$ cat src/lcwt_pkg.sv
// Shared constants for the line and word tokenizer: byte codes, result kinds, phase codes.
package lcwt_pkg;

	localparam int unsigned LineCountBitsDef = 16;

	localparam logic [7:0] ChNul   = 8'h00;
	localparam logic [7:0] ChTab   = 8'h09;
	localparam logic [7:0] ChLf    = 8'h0A;
	localparam logic [7:0] ChCr    = 8'h0D;
	localparam logic [7:0] ChSpace = 8'h20;
	localparam logic [7:0] ChQuote = 8'h22;
	localparam logic [7:0] ChComma = 8'h2C;
	localparam logic [7:0] ChSemi  = 8'h3B;

	localparam logic [1:0] KindByte     = 2'd0;
	localparam logic [1:0] KindWordEnd  = 2'd1;
	localparam logic [1:0] KindLineEnd  = 2'd2;
	localparam logic [1:0] KindInputEnd = 2'd3;

	localparam logic [1:0] PhStart   = 2'd0;
	localparam logic [1:0] PhLine    = 2'd1;
	localparam logic [1:0] PhComment = 2'd2;

endpackage

$ cat src/line_comment_word_tokenizer.sv
// Top level of the line and word tokenizer: input register, state update, result register.
//
// Usage: feed one text byte per word on the input channel (byte_valid / byte_stall,
// payload in_byte). A zero byte ends the input. Results leave on the output channel
// (tok_valid / tok_stall) with kind, out_byte, line_number and word_open: a word byte,
// an end of word, an end of line or the end of input. A byte may give no result at all
// (separators, quotes, comment lines, empty lines, the byte after a CR).
// A byte taken into the input register is processed against the tokenizer state by
// combinational logic and its result is loaded into the result register, which drives
// tok_valid; a stall can hold the byte in the input register in between.
// Throughput: one byte per cycle while the receiver does not stall, set by the state
// update between the input register and the result register; nothing else loops back.
// Stall: when the receiver stalls with a result pending, the pending result holds,
// the byte in the input register waits, and byte_stall rises only if that register
// is full; the input side keeps moving as long as the result register can drain.
// Reset (arst_n low): all control state clears, the line counter goes to all ones so
// the first line reads as line zero. The end-of-input byte returns the tokenizer state
// to the same values.
module line_comment_word_tokenizer #(
	parameter int unsigned LINE_COUNT_BITS = lcwt_pkg::LineCountBitsDef
) (
	input  logic        clk,
	input  logic        arst_n,
	input  logic        byte_valid,
	output logic        byte_stall,
	input  logic [7:0]  in_byte,
	output logic        tok_valid,
	input  logic        tok_stall,
	output logic [1:0]  kind,
	output logic [7:0]  out_byte,
	output logic [15:0] line_number,
	output logic        word_open
);

	// input stage
	logic       valid_s1;
	logic [7:0] byte_s1;

	// tokenizer state
	logic [1:0]                 phase_q;
	logic                       skip_q;
	logic                       word_q;
	logic                       quote_q;
	logic [LINE_COUNT_BITS-1:0] cnt_q;

	// next state and result
	logic [1:0]                 phase_n;
	logic                       skip_n;
	logic                       word_n;
	logic                       quote_n;
	logic [LINE_COUNT_BITS-1:0] cnt_n;
	logic                       res_v;
	logic [1:0]                 res_kind;
	logic [7:0]                 res_byte;
	logic                       res_open;
	logic [LINE_COUNT_BITS+15:0] cnt_ext;

	logic advance;
	logic fire;
	logic is_eol;
	logic is_sep;
	logic at_start;
	logic wa;
	logic qm;

	// The result register can take a new value when empty or being drained.
	assign advance    = !tok_valid || !tok_stall;
	assign fire       = valid_s1 && advance;
	assign byte_stall = valid_s1 && !advance;

	always_ff @(posedge clk or negedge arst_n) begin
		if (!arst_n) begin
			valid_s1 <= 1'b0;
		end else if (!byte_stall) begin
			valid_s1 <= byte_valid;
		end
	end

	always_ff @(posedge clk) begin
		if (!byte_stall && byte_valid) begin
			byte_s1 <= in_byte;
		end
	end

	assign is_eol   = (byte_s1 == lcwt_pkg::ChLf) || (byte_s1 == lcwt_pkg::ChCr);
	assign is_sep   = (byte_s1 == lcwt_pkg::ChSpace) || (byte_s1 == lcwt_pkg::ChComma)
			|| (byte_s1 == lcwt_pkg::ChTab);
	// Anything but inside-a-line or comment counts as line start, the unused code too.
	assign at_start = (phase_q != lcwt_pkg::PhLine) && (phase_q != lcwt_pkg::PhComment);
	assign wa       = at_start ? 1'b0 : word_q;
	assign qm       = at_start ? 1'b0 : quote_q;

	always_comb begin
		phase_n  = phase_q;
		skip_n   = skip_q;
		word_n   = word_q;
		quote_n  = quote_q;
		cnt_n    = cnt_q;
		res_v    = 1'b0;
		res_kind = lcwt_pkg::KindByte;
		res_byte = 8'd0;
		res_open = 1'b0;
		if (byte_s1 == lcwt_pkg::ChNul) begin
			// end of input: report, then return to reset values
			res_v    = 1'b1;
			res_kind = lcwt_pkg::KindInputEnd;
			res_open = (phase_q == lcwt_pkg::PhLine) ? word_q : 1'b0;
			phase_n  = lcwt_pkg::PhStart;
			skip_n   = 1'b0;
			word_n   = 1'b0;
			quote_n  = 1'b0;
			cnt_n    = '1;
		end else if (skip_q) begin
			// drop the byte after a CR
			skip_n = 1'b0;
		end else if (phase_q == lcwt_pkg::PhComment) begin
			if (is_eol) begin
				skip_n  = (byte_s1 == lcwt_pkg::ChCr);
				phase_n = lcwt_pkg::PhStart;
			end
		end else begin
			if (at_start) begin
				cnt_n = cnt_q + 1'b1;
			end
			word_n  = wa;
			quote_n = qm;
			if (at_start && is_eol) begin
				// empty line
				skip_n  = (byte_s1 == lcwt_pkg::ChCr);
				phase_n = lcwt_pkg::PhStart;
			end else if (at_start && (byte_s1 == lcwt_pkg::ChSemi)) begin
				phase_n = lcwt_pkg::PhComment;
			end else begin
				phase_n = lcwt_pkg::PhLine;
				if (is_eol) begin
					res_v    = 1'b1;
					res_kind = lcwt_pkg::KindLineEnd;
					res_open = wa;
					skip_n   = (byte_s1 == lcwt_pkg::ChCr);
					phase_n  = lcwt_pkg::PhStart;
					word_n   = 1'b0;
					quote_n  = 1'b0;
				end else if (is_sep) begin
					if (qm) begin
						res_v    = 1'b1;
						res_byte = byte_s1;
						word_n   = 1'b1;
					end else if (wa) begin
						res_v    = 1'b1;
						res_kind = lcwt_pkg::KindWordEnd;
						word_n   = 1'b0;
						quote_n  = 1'b0;
					end
				end else if (byte_s1 == lcwt_pkg::ChQuote) begin
					quote_n = !qm;
				end else begin
					res_v    = 1'b1;
					res_byte = byte_s1;
					word_n   = 1'b1;
				end
			end
		end
	end

	// Report the counter as it stands after this byte's update, except at end of
	// input where the value before the return to reset is reported.
	assign cnt_ext = (byte_s1 == lcwt_pkg::ChNul) ? {16'd0, cnt_q} : {16'd0, cnt_n};

	always_ff @(posedge clk or negedge arst_n) begin
		if (!arst_n) begin
			phase_q <= lcwt_pkg::PhStart;
			skip_q  <= 1'b0;
			word_q  <= 1'b0;
			quote_q <= 1'b0;
			cnt_q   <= '1;
		end else if (fire) begin
			phase_q <= phase_n;
			skip_q  <= skip_n;
			word_q  <= word_n;
			quote_q <= quote_n;
			cnt_q   <= cnt_n;
		end
	end

	// result register
	always_ff @(posedge clk or negedge arst_n) begin
		if (!arst_n) begin
			tok_valid <= 1'b0;
		end else if (advance) begin
			tok_valid <= fire && res_v;
		end
	end

	always_ff @(posedge clk) begin
		if (fire && res_v) begin
			kind        <= res_kind;
			out_byte    <= res_byte;
			line_number <= cnt_ext[15:0];
			word_open   <= res_open;
		end
	end

endmodule
$ cat config.mk
export PLATFORM = sky130hd
export DESIGN_NAME = line_comment_word_tokenizer
export DESIGN_NICKNAME = d
export VERILOG_FILES = /design/src/lcwt_pkg.sv /design/src/line_comment_word_tokenizer.sv
export SDC_FILE = /design/constraint.sdc
export NUM_CORES = 1
export LEC_CHECK = 0
export ABC_AREA = 1
export BUFFER_PORTS_ARGS = -buffer_cell sky130_fd_sc_hd__buf_2
export CAP_MARGIN = 20
export CORE_MARGIN = 2
export CORE_UTILIZATION = 62
export CTS_CLUSTER_DIAMETER = 40
export CTS_CLUSTER_SIZE = 24
export DETAILED_ROUTE_END_ITERATION = 10
export PLACE_DENSITY_LB_ADDON = 0.12
export SETUP_SLACK_MARGIN = 0.15
export SLEW_MARGIN = 30
export SYNTH_ARGS = -nofsm -noshare
export SYNTH_HDL_FRONTEND = slang
export SYNTH_SLANG_ARGS = --single-unit
$ cat constraint.sdc
create_clock -name clk -period 5.7 [get_ports clk]
set_clock_uncertainty 0.1 [all_clocks]
set_input_delay 0 -clock clk [delete_from_list [all_inputs] [get_ports clk]]
set_output_delay 0 -clock clk [all_outputs]
set_load 0.01 [all_outputs]
# [Word-level counts from Yosys, hierarchy flattened]
# Cells that the tools add are included.
[totals] inputBits=12 out_inout_bits=29 reg_bits=58 wordCells=112
[op_classes] muxes=65 addsub=1 n_reduce_logical=20 n_eq_ne=14
[ops] operator="16-bit 2-to-1 mux" count=5
[ops] operator="1-bit 2-to-1 mux" count=46
[ops] operator="8-bit by 6-bit == test with 1-bit output (second input constant)" count=4
[ops] operator="8-bit by 4-bit == test with 1-bit output (second input constant)" count=3
[ops] operator="8-bit 2-to-1 mux" count=3
[ops] operator="2-bit 2-to-1 mux" count=11
[ops] operator="16-bit by 1-bit adder with 16-bit output (second input constant)" count=1
[ops] operator="8-bit zero test" count=1
[ops] operator="1-bit logical AND" count=7
[ops] operator="2-bit by 1-bit inequality test with 1-bit output (second input constant)" count=3
[ops] operator="3-bit AND reduction" count=2
[ops] operator="6-bit OR reduction" count=1
[ops] operator="1-bit zero test" count=5
[ops] operator="1-bit logical OR" count=4
[ops] operator="3-bit by 2-bit inequality test with 1-bit output (second input constant)" count=1
[ops] operator="2-bit by 1-bit == test with 1-bit output (second input constant)" count=1
[ops] operator="2-bit == test (second input constant)" count=1
[ops] operator="2-bit inequality test (second input constant)" count=1

# [Logic depth before layout (Yosys ltp)]
# Gate-level depths: netlist of the first run.
[logic_depth] ltp_word=13 depth_mapped=12 mapped_depth_nobuf=12

# [Worst setup path after synthesis of the first run]
# Ideal clock, no wire load.
[synth_timing] path_kind="flip-flop to flip-flop" startpoint="register phase_q[0]" endpoint="register kind[0], enable pin" path_slack_ns=3.337 n_path_buf=1 path_stages_with_launch=11 t_required_ns=5.216 arrival_ns=1.879 synth_period_minus_slack_ns=2.363 setup_ns=0.384 cell_sequence="dfrtp_1 > inv_1 > ha_1 > buf_6 > nand3_1 > nor2_1 > nand2_1 > nand3_1 > a21oi_1 > nand2_1 > nand2_1"
[synth_via] elab_chain_cells=13 elab_cells_between_ends=18 cone_classes="3 x eq/ne; 11 x mux; 4 x reduce/logical"
[synth_rtl] element="from (decl)" line_no="line_comment_word_tokenizer.sv:40" rtl="logic [1:0] phase_q;"
[synth_rtl] element="from (signal assigned)" line_no="line_comment_word_tokenizer.sv:171" rtl="phase_q <= lcwt_pkg::PhStart;"
[synth_rtl] element="from (signal assigned)" line_no="line_comment_word_tokenizer.sv:177" rtl="phase_q <= phase_n;"
[synth_rtl] element="2-bit by 1-bit inequality test with 1-bit output or 2-bit inequality test (tied branches)" line_no="line_comment_word_tokenizer.sv:89" rtl="assign at_start = (phase_q != lcwt_pkg::PhLine) && (phase_q != lcwt_pkg::PhComment);"
[synth_rtl] element="1-bit logical AND" line_no="line_comment_word_tokenizer.sv:89"
[synth_rtl] element="1-bit 2-to-1 mux" line_no="line_comment_word_tokenizer.sv:90" rtl="assign wa = at_start ? 1'b0 : word_q;"
[synth_rtl] element="1-bit 2-to-1 mux" line_no="line_comment_word_tokenizer.sv:148" rtl="end else if (wa) begin"
[synth_rtl] element="1-bit 2-to-1 mux" line_no="line_comment_word_tokenizer.sv:144" rtl="if (qm) begin"
[synth_rtl] element="1-bit 2-to-1 mux" line_no="line_comment_word_tokenizer.sv:143" rtl="end else if (is_sep) begin"
[synth_rtl] element="1-bit 2-to-1 mux" line_no="line_comment_word_tokenizer.sv:135" rtl="if (is_eol) begin"
[synth_rtl] element="1-bit 2-to-1 mux" line_no="line_comment_word_tokenizer.sv:131" rtl="end else if (at_start && (byte_s1 == lcwt_pkg::ChSemi)) begin"
[synth_rtl] element="1-bit 2-to-1 mux" line_no="line_comment_word_tokenizer.sv:127" rtl="if (at_start && is_eol) begin"
[synth_rtl] element="1-bit 2-to-1 mux (*)" line_no="line_comment_word_tokenizer.sv:116" rtl="end else if (phase_q == lcwt_pkg::PhComment) begin"
[synth_rtl] element="1-bit 2-to-1 mux (*)" line_no="line_comment_word_tokenizer.sv:113" rtl="end else if (skip_q) begin"
[synth_rtl] element="1-bit 2-to-1 mux (*)" line_no="line_comment_word_tokenizer.sv:103" rtl="if (byte_s1 == lcwt_pkg::ChNul) begin"
[synth_rtl] element="1-bit logical AND (*)" line_no="line_comment_word_tokenizer.sv:195" rtl="if (fire && res_v) begin"
[synth_rtl] element="to (signal assigned)" line_no="line_comment_word_tokenizer.sv:196" rtl="kind <= res_kind;"
[synth_rtl] element="to (decl)" line_no="line_comment_word_tokenizer.sv:29" rtl="output logic [1:0] kind,"
# Every way passes the cells marked *; elsewhere a longest branch is shown, timed or not.
# A chain may end at the register's enable or synchronous reset.

# [Worst setup path after layout of the first run]
[layout_timing] startpoint="register tok_valid" endpoint="register line_number[3], enable pin"
[layout_via] elab_chain_cells=4
[layout_rtl] element="from (decl)" line_no="line_comment_word_tokenizer.sv:27" rtl="output logic tok_valid,"
[layout_rtl] element="from (signal assigned)" line_no="line_comment_word_tokenizer.sv:190" rtl="tok_valid <= fire && res_v;"
[layout_rtl] element="1-bit zero test" line_no="line_comment_word_tokenizer.sv:67" rtl="assign advance = !tok_valid || !tok_stall;"
[layout_rtl] element="1-bit logical OR" line_no="line_comment_word_tokenizer.sv:67"
[layout_rtl] element="1-bit logical AND" line_no="line_comment_word_tokenizer.sv:68" rtl="assign fire = valid_s1 && advance;"
[layout_rtl] element="1-bit logical AND" line_no="line_comment_word_tokenizer.sv:195"
[layout_rtl] element="to (signal assigned)" line_no="line_comment_word_tokenizer.sv:198" rtl="line_number <= cnt_ext[15:0];"
[layout_rtl] element="to (decl)" line_no="line_comment_word_tokenizer.sv:31" rtl="output logic [15:0] line_number,"
# Every way passes these cells.

==> summary.md, run 1 <==
| Metric | Value |
|---|---|
| FMAX | 0.356 GHz |
| Peak supply drop | 293 µV |
| Unique masters post-synth | 32 |
| Main synth FF type | edfxtp_1 |
| Fin crit share | 0.493 |
| WP depth | 7 |
| Detailed Route WL | 5.94 mm |
| Critical R2R Launch | tok_valid |
| Vias per cell | 5.21 |
| Finished Layout Cells | 477 |
| Clk root buf | clkbuf_8 |
| I/O pins | 41 |
| Synth top area cells | edfxtp_1 (34%), dfstp_2 (14%), nand2_1 (13%), dfrtp_1 (5.7%), inv_1 (5.6%) |
| GRT Total Usage | 0.241 |
| Die height | 74.5 µm |
| Max Buffers Root-to-Sink | 2 |
| Crit. Startpoint | tok_valid |
| Min-delay worst type | in2async |
| Later-pin clock latency in the skew report | 0.34 ns |
| Setup crit start kind | flop |
| Num Clock Sinks | 58 |
| Worst Setup EP | line_number[3] |
| Synth Cell Area | 0.00308 mm² |
| Port buffer count | 40 |
| Nets | 420 |
| TNS Setup | 0 ns |
| WHS | 0.0713 ns |
| Rel. slew slack | 0.528 |
| Sequential area share after synthesis | 0.534 |
| Critical R2R Capture | line_number[3] |
| Post CTS Setup Buffer Count | 0 |
| Worst-Margin Slew | 0.707 ns |
| Cell area power density | 375 mW/mm² |
| Inst Count DP | 449 |
| Buffers and inverters on the worst path | 1 |
| First DRT Iteration DRCs | 193 |
| Ys Warns | 0 |
| Leading area contributor after synthesis | edfxtp_1 |
| Drt drc | 0 |
| Initial antenna violation count | 0 |
| Util after Layout | 0.757 |
| CP arrival | 2.67 ns |
| R2R Setup Slk | 2.89 ns |
| Top Family by Delay on Critical Path | simple AND/OR/NAND/NOR gates |
| Layout cells sized above 1 | 0.246 |
| Crit path max fanout | 27 |
| Number of flops mapped to enable cells by yosys | 35 |
| Post-route ant nets | 0 |
| Mean Syn Cell Area | 8.80 µm² |
| Final Hold Fails | 0 |
| CTS Buf Count | 9 |
| Area Growth Syn to Fin | 16.8% |
| CP endpoint kind | flop |
| Core Region | 0.00475 mm² |
| Cell count after synthesis | 350 |
| Post-DP HPWL | 4.13 mm |
| Worst path cell trace | nand2_1 -> nand2_1 -> inv_1 -> nand3_1 -> a21oi_1 -> nand2_1 -> nand2_2 |
| Final Critical Period | 2.81 ns |
| CTS tree | done |
| Synth Net Count | 365 |
| Wirelength per Cell | 12.5 µm |
| Max Cap Viol | 0 |
| R2R depth | 7 |
| Fillcell total | 356 |
| Starting Density | 0.648 |
| Clock Pin Slew Worst Setup and Hold Paths | 0.07 ns |
| Slowest stage cell on the critical path | inv_1 |
| CP Data Required Time | 5.57 ns |
| Max incr delay on CP | 0.66 ns |
| CTS HTree Levels | 3 |
| RD Place Congestion | 0.920 |
| Fraction of registers with async set/reset | 0.397 |
| Row count | 25 |
| Setup CP Type | reg2reg |
| Yosys top cell area share | 0.341 |
| Most common cell on crit path | nand2_1 |
| Pins Over Slew Limit | 0 |
| GRT overflow | 0 |
| RSZ-0062 raised after global routing | false |
| Top cells by count, synth | nand2_1 (105), inv_1 (46), edfxtp_1 (35) |
| Slack of the critical path | 2.89 ns |
| N_diodes | 0 |
| Via count | 2485 |
| Drt pass-1 iters | 5 |
| Static Leak | 1.65 nW |
| Most common cell in the netlist | nand2_1 |
| First-pass GRT wire length | 9.86 mm |
| Place WS | 2.89 ns |
| Number of global-route vias before repair | 2239 |
| FF+latch count, synth | 58 |
| Status | finished, final reports clean |
| DIE AREA | 0.00555 mm² |
| Final setup viols | 0 |
| Largest net degree at the start of global routing | 32 |
| Die W | 74.5 µm |
[through the flow]
stage,total power [mW],cell area [µm²]
final,1.35,3600
after CTS,1.36,3600
after floorplan,0.890,3080
after global placement,0.980,3290
after global routing,1.44,3600
after detailed placement,0.992,3300
[routing by layer]
layer / share of wire / track usage / vias to the layer above / routed length [µm]
met3: 0.073 / 0.0623 / 11 / 431
met2: 0.46 / 0.358 / 88 / 2740
met5: 0 / 0 / - / 0
li1: - / - / 1245 / -
met4: 0.017 / 0.0952 / 0 / 99
met1: 0.45 / 0.341 / 1141 / 2670
[worst min-delay path by stage]
stage	depth (start not counted)	endpoint	slack (ns)
after floorplan	0	phase_q[0]	-0.40
after global placement	1	skip_q	-0.10
after detailed placement	1	skip_q	-0.1
after CTS	2	skip_q	0.08
after global routing	2	skip_q	0.13
final	2	skip_q	0.07
[cells by family after synthesis]
logic type	share of synthesized area
adder cells (fa/ha/maj)	0.0122
AND/OR/NAND/NOR	0.287
buffers and inverters	0.0869
flip-flops	0.534
AO/OA/AOI/OAI	0.0743
XOR/XNOR	0.00569
[flip-flops by register name, indices dropped and copies added (netlist names), 2 cells and up]
signal / flops
byte_s1: 8
cnt_q: 16
kind: 2
line_number: 16
out_byte: 8
phase_q: 2
[final cells by class]
type / count / area (µm²) / share of cell area
clock buffer: 10 / 128 / 0.0354
tap: 67 / 83.8 / 0.0233
timing repair buffer: 52 / 320 / 0.0890
inverter: 52 / 195 / 0.0542
sequential: 58 / 1650 / 0.457
multi-input combinational: 232 / 1170 / 0.325
clock inverter: 6 / 57.6 / 0.0160
[power by group]
| group | switching [mW] | leakage [nW] | total (mW) | internal (mW) |
|---|---|---|---|---|
| combinational | 0.210 | 0.959 | 0.331 | 0.121 |
| sequential | 0.0689 | 0.596 | 0.663 | 0.594 |
| clock | 0.159 | 0.0958 | 0.358 | 0.199 |
| total | 0.438 | 1.65 | 1.35 | 0.913 |
[what timing repair did]
item / in CTS / in global routing
hold endpoints to repair: 33 / 0
hold buffers: 12 / 0
endpoints found under the setup margin: 0 / 0
gates resized for setup: 0 / 0
[layout by cell type, fill, tap and decap left out, types with 4 or more instances in the layout]
cell           count
clkbuf_8           9
inv_1             46
inv_2              6
nand2_2            4
nor3_1             4
a21oi_1            9
nand2_1          104
nor2_4             5
nand4_1            8
buf_2             40
o21ai_0           21
dfrtp_1            7
nand3_1           28
nor2_1            17
clkinv_2           4
dfstp_2           16
o21a_1             5
edfxtp_1          35
nor2_2            11
dlygate4sd3_1     12
No activity file was read; power rests on OpenSTA's default activity.
==> run 2, diff against run 1 <==
- CORE_UTILIZATION: 62 -> 57
- clock period: 5.7 -> 2.7 ns (I/O delays scaled with it)
==> run 2 against run 1 <==
- die area grew 8.3%
- worst hold slack improved by 0.011 ns
- highest routed layer unchanged
- core utilization fell by 5.3 points
- first-iteration DRC count decreased by 10%
- critical endpoint is now line_number[10]
- wire length up 3.1%
- via count fell by 0.20%
- critical path depth rose by 4
- count of clock-buffer cells in the layout increased by 1
- power rose by 110%
- flip-flop and latch count stayed put
- largest power group unchanged
==> summary.md, run 2 (synthesis gave the netlist of run 1 again) <==
| Metric | Value |
|---|---|
| Core Region | 0.00517 mm² (+8.8%) |
| CP Data Required Time | 2.68 ns (-2.89 ns) |
| Status | finished, final reports clean |
| I/O pins | 41 (unchanged) |
| Die W | 77.5 µm (+4.1%) |
| Final Critical Period | 2.21 ns (-0.597 ns) |
| Buffers and inverters on the worst path | 3 (+2) |
| Post CTS Setup Buffer Count | 0 (unchanged) |
| Worst-Margin Slew | 0.536 ns (-0.171 ns) |
| Number of global-route vias before repair | 2308 (+3.1%) |
| Port buffer count | 40 (unchanged) |
| WP depth | 11 (+4) |
| Worst path cell trace | inv_1 -> ha_1 -> inv_1 -> nor2_1 -> nand2_1 -> nor2_4 -> nand2_1 -> nand2_1 -> nand3_2 -> o21ai_0 -> inv_1 |
| Rel. slew slack | 0.643 (+0.114) |
| Vias per cell | 5.12 (-1.6%) |
| Top flop regs | cnt_q x16, line_number x16 |
| Final Hold Fails | 0 (unchanged) |
| Fillcell total | 401 (+13%) |
| Most common cell after layout, fill and taps aside | nand2_1 |
| Area Growth Syn to Fin | 18.2% |
| Drt pass-1 iters | 4 (-1) |
| Slowest stage cell on the critical path | ha_1 |
| CTS tree | done |
| Placed instance area | 0.00333 mm² (+0.95%) |
| Util after Layout | 0.704 (-0.0532) |
| Largest net degree at the start of global routing | 32 (unchanged) |
| First DRT Iteration DRCs | 173 (-10%) |
| Clk root buf | clkbuf_8 |
| Psw | 0.925 mW (+110%) |
| Finished layout cell area | 0.00364 mm² (+1.1%) |
| R2R Setup Slk | 0.49 ns (-2.40 ns) |
| Most frequent cells in the layout | nand2_1 (105), inv_1 (46), buf_2 (40), edfxtp_1 (35), nand3_1 (28) |
| Switching share of total power | 0.320 (-0.00448) |
| CP arrival | 2.19 ns (-0.48 ns) |
| Post-DP HPWL | 4.27 mm (+3.4%) |
| Clk pwr share | 0.267 (+0.002) |
| Num Clock Sinks | 58 (unchanged) |
| Later-pin clock latency in the skew report | 0.34 ns (about the same) |
| Die height | 77.5 µm (+4.1%) |
| DIE AREA | 0.00601 mm² (+8.3%) |
| Max incr delay on CP | 0.42 ns (-0.24 ns) |
| N_diodes | 0 (unchanged) |
| Row count | 26 (+4.0%) |
| Peak supply drop | 518 µV (+77%) |
| RD Place Congestion | 0.882 (-4.2%) |
| GRT overflow | 0 (unchanged) |
| Static Leak | 1.67 nW (+1.0%) |
| Drt drc | 0 (unchanged) |
| WHS | 0.0818 ns (+0.0105 ns) |
| Via count | 2480 (-0.20%) |
| Pins Over Slew Limit | 0 (unchanged) |
| Max Cap Viol | 0 (unchanged) |
| GRT Total Usage | 0.231 (-0.00979) |
| Crit path max fanout | 8 (-70%) |
| Top Family by Delay on Critical Path | simple AND/OR/NAND/NOR gates |
| Cell area power density | 794 mW/mm² (+110%) |
| P_int | 1.97 mW (+120%) |
| Fin crit share | 0.819 (+0.326) |
| Detailed Route WL | 6.12 mm (+3.1%) |
| R2R depth | 11 (+4) |
| CTS HTree Levels | 3 (unchanged) |
| Layout cells sized above 1 | 0.249 (+0.00245) |
| TNS Setup | 0 ns (unchanged) |
| Clock Pin Slew Worst Setup and Hold Paths | 0.07 ns (about the same) |
| Setup CP Type | reg2reg |
| Wirelength per Cell | 12.6 µm (+1.6%) |
| Power share of the sequential group | 0.485 (-0.005) |
| Min-delay worst type | in2async |
| Setup crit start kind | flop |
| FMAX | 0.452 GHz (+27%) |
| Initial antenna violation count | 0 (unchanged) |
| Final setup viols | 0 (unchanged) |
| Nets | 424 (+0.95%) |
| CP endpoint kind | flop |
| Max Buffers Root-to-Sink | 2 (unchanged) |
| Comb pwr share | 0.247 (+0.002) |
| Starting Density | 0.596 (-0.0524) |
| First-pass GRT wire length | 10.7 mm (+9.0%) |
| RSZ-0062 raised after global routing | false |
| Post-route ant nets | 0 (unchanged) |
| CTS Buf Count | 9 (unchanged) |
run 2: cell type report:
cell class | count | area (µm²) | area share
multi-input combinational | 232 | 1170 | 0.321
tap | 70 | 87.6 | 0.0240
sequential | 58 | 1650 | 0.452
timing repair buffer | 56 | 350 | 0.0962
clock inverter | 5 | 53.8 | 0.0148
clock buffer | 11 | 141 | 0.0388
inverter | 52 | 195 | 0.0536
run 2: repair_timing:
item,CTS,global route
resized for setup,0,0
endpoints found under the hold margin,33,0
hold buffers,12,0
run 2: worst paths after layout:
path,from,end
worst max-delay path,phase_q[0],line_number[10]
worst min-delay path,arst_n,phase_q[1]
worst max register to register,phase_q[0],line_number[10]
worst min register to register,cnt_q[15],cnt_q[15]
max in group asynchronous,arst_n,cnt_q[10]
min in group clk,in_byte[3],byte_s1[3]
run 2: layer usage:
metal	track usage	share of wire
met3	0.0384	0.048
met1	0.325	0.49
met5	0	0
met4	0.105	0.013
met2	0.353	0.45
run 2: power groups by stage:
stage               registers (mW)  clock network, mW  logic, mW
CTS                           1.40              0.787      0.719
finish                        1.40              0.773      0.715
global route                  1.43              0.834      0.829
detailed placement            1.42                  0      0.699
floorplan                     1.43                  0      0.446
global placement              1.41                  0      0.687
run 2: stage by stage:
step	std cells	setup slack [ns]	power, mW
2_1_floorplan	350	0.337	1.88
3_3_place_gp	456	0.622	2.09
3_5_place_dp	456	0.555	2.11
4_1_cts	484	0.522	2.91
5_1_grt	484	0.302	3.10
6_report	484	0.489	2.89
==> run 3, diff against run 2 <==
- clock period: 2.7 -> 2.3 ns (I/O delays scaled with it)
==> run 3 against run 2 <==
- via count is 0.56% lower
- worst hold slack better by 0.0081 ns
- final cell count grew 0.41%
- highest routed layer unchanged
- global-route usage down 0.54 points
- die area stayed put
- first-iteration DRC count shrank 20%
- design area up 2.0%
- worst setup slack got worse by 0.18 ns
- largest power group unchanged
- sequential power up 17%
- flip-flop and latch count unchanged
- combinational power rose by 22%
==> summary.md, run 3 (synthesis gave the netlist of run 1 again) <==
| Metric | Value |
|---|---|
| Wirelength per Cell | 12.7 µm (+0.76%) |
| R2R Setup Slk | 0.31 ns (-0.18 ns) |
| Row count | 26 (unchanged) |
| Clk pwr share | 0.282 (+0.015) |
| Starting Density | 0.596 (unchanged) |
| Max incr delay on CP | 0.40 ns (-0.02 ns) |
| Worst Setup EP | line_number[0] |
| GRT Total Usage | 0.226 (-0.00539) |
| Power share of the sequential group | 0.470 (-0.015) |
| Via count | 2466 (-0.56%) |
| Min-delay worst type | in2async |
| Psw | 1.09 mW (+18%) |
| Area Growth Syn to Fin | 20.5% |
| Vias per cell | 5.07 (-0.97%) |
| Critical R2R Capture | line_number[0] |
| Final Critical Period | 1.99 ns (-0.223 ns) |
| Worst path cell trace | inv_1 -> ha_4 -> nand3_1 -> nor2_2 -> nand2_1 -> nand3_1 -> a21oi_1 -> nand2_1 -> nand2_2 -> buf_12 |
| Clk root buf | clkbuf_8 |
| Setup CP Type | reg2reg |
| Drt drc | 0 (unchanged) |
| CP endpoint kind | flop |
| Most frequent cells in the layout | nand2_1 (104), inv_1 (46), buf_2 (40), edfxtp_1 (35), nand3_1 (28) |
| Top Family by Delay on Critical Path | simple AND/OR/NAND/NOR gates |
| Setup crit start kind | flop |
| Port buffer count | 40 (unchanged) |
| Switching share of total power | 0.312 (-0.00816) |
| Nets | 426 (+0.47%) |
| GRT overflow | 0 (unchanged) |
| P_int | 2.41 mW (+22%) |
| CTS HTree Levels | 3 (unchanged) |
| Post-DP HPWL | 4.29 mm (+0.47%) |
| Layout cells sized above 1 | 0.264 (+0.0156) |
| Die W | 77.5 µm (unchanged) |
| Most common cell after layout, fill and taps aside | nand2_1 |
| First-pass GRT wire length | 10.6 mm (-1.2%) |
| FMAX | 0.503 GHz (+11%) |
| Largest net degree at the start of global routing | 32 (unchanged) |
| Post-route ant nets | 0 (unchanged) |
| TNS Setup | 0 ns (unchanged) |
| Final setup viols | 0 (unchanged) |
| Crit. Startpoint | phase_q[0] |
| RD Place Congestion | 0.881 (about the same) |
| CTS tree | done |
| RSZ-0062 raised after global routing | false |
| Slowest stage cell on the critical path | dfrtp_1 |
| Top flop regs | cnt_q x16, line_number x16 |
| N_diodes | 0 (unchanged) |
| Peak supply drop | 606 µV (+17%) |
| Tot Pwr | 3.50 mW (+21%) |
| Crit path max fanout | 15 (+7) |
| Clock Pin Slew Worst Setup and Hold Paths | 0.07 ns (about the same) |
| Post CTS Setup Buffer Count | 0 (unchanged) |
| Final Hold Fails | 0 (unchanged) |
| Later-pin clock latency in the skew report | 0.33 ns (about the same) |
| Pins Over Slew Limit | 0 (unchanged) |
| Drt pass-1 iters | 4 (unchanged) |
| Finished layout cell area | 0.00371 mm² (+2.0%) |
| First DRT Iteration DRCs | 138 (-20%) |
| Cell area power density | 942 mW/mm² (+19%) |
| I/O pins | 41 (unchanged) |
| Fin crit share | 0.865 (+0.0456) |
| Worst-Margin Slew | 0.534 ns (-0.00235 ns) |
| CP Data Required Time | 2.24 ns (-0.44 ns) |
| Placed instance area | 0.00337 mm² (+1.3%) |
| WP depth | 10 (-1) |
| Max Buffers Root-to-Sink | 2 (unchanged) |
| Status | finished, final reports clean |
| DIE AREA | 0.00601 mm² (unchanged) |
| Die height | 77.5 µm (unchanged) |
| Buffers and inverters on the worst path | 2 (-1) |
| CP arrival | 1.93 ns (-0.26 ns) |
| Critical R2R Launch | phase_q[0] |
| Comb pwr share | 0.248 (about the same) |
| CTS Buf Count | 9 (unchanged) |
| Max Cap Viol | 0 (unchanged) |
| Core Region | 0.00517 mm² (unchanged) |
| Static Leak | 1.70 nW (+2.1%) |
| Number of global-route vias before repair | 2332 (+1.0%) |
| Detailed Route WL | 6.19 mm (+1.2%) |
| Num Clock Sinks | 58 (unchanged) |
| Rel. slew slack | 0.644 (+0.00157) |
| R2R depth | 10 (-1) |
| Initial antenna violation count | 0 (unchanged) |
==> run 3: cell count changes in the layout (fill, tap and decap cells not counted), moves of 2 or more <==
cell	previous run	this run
clkinv_2	1	4
nor2_1	17	15
nor2_2	11	13
buf_12	0	2
clkinvlp_4	2	0
==> run 3: timing repair <==
item / 4_1_cts / 5_1_grt
hold buffers: 12 / 0
hold endpoints to repair: 33 / 0
setup endpoints to repair: 0 / 44
gates resized for setup: 0 / 4
==> run 3: layout make-up <==
type / instances / area (µm²)
well taps: 70 / 87.6
clock buffers: 9 / 124
fillers: 390 / 1460
inverters: 52 / 195
flip-flops and latches: 58 / 1650
multi-input cells: 232 / 1190
clock inverters: 7 / 83.8
repair buffers: 58 / 390
==> run 3: routing by layer <==
metal / part of all wire / up-vias / track usage
met4: 0.0095 / 0 / 0.0893
met1: 0.47 / 1115 / 0.314
met5: 0 / - / 0
met2: 0.45 / 87 / 0.341
li1: - / 1259 / -
met3: 0.070 / 5 / 0.0558
==> run 3: power by group through the flow <==
stage | Combinational [mW] | Sequential, mW | Clock, mW
finish | 0.869 | 1.64 | 0.987
global route | 0.988 | 1.68 | 1.05
CTS | 0.858 | 1.64 | 0.999
detailed placement | 0.837 | 1.66 | 0
global placement | 0.821 | 1.65 | 0
floorplan | 0.525 | 1.68 | 0
==> run 3: how the worst min path moves through the flow <==
stage | from | endpoint | slack, ns | cells past startpoint
2_1_floorplan | arst_n | phase_q[0] | -0.40 | 0
3_3_place_gp | arst_n | phase_q[0] | -0.09 | 1
3_5_place_dp | arst_n | phase_q[1] | -0.08 | 1
4_1_cts | arst_n | phase_q[1] | 0.1 | 2
5_1_grt | arst_n | phase_q[1] | 0.16 | 2
6_report | arst_n | phase_q[1] | 0.09 | 2
==> run 3: per-stage QoR <==
step	utilization	cells	hold slack (ns)	worst slack (ns)
2_1_floorplan	-	350	-0.396	0.183
3_3_place_gp	0.651	458	-0.0853	0.276
3_5_place_dp	0.651	458	-0.0800	0.178
4_1_cts	0.715	486	0.0961	0.180
5_1_grt	0.718	486	0.156	0.157
6_report	0.718	486	0.0899	0.311
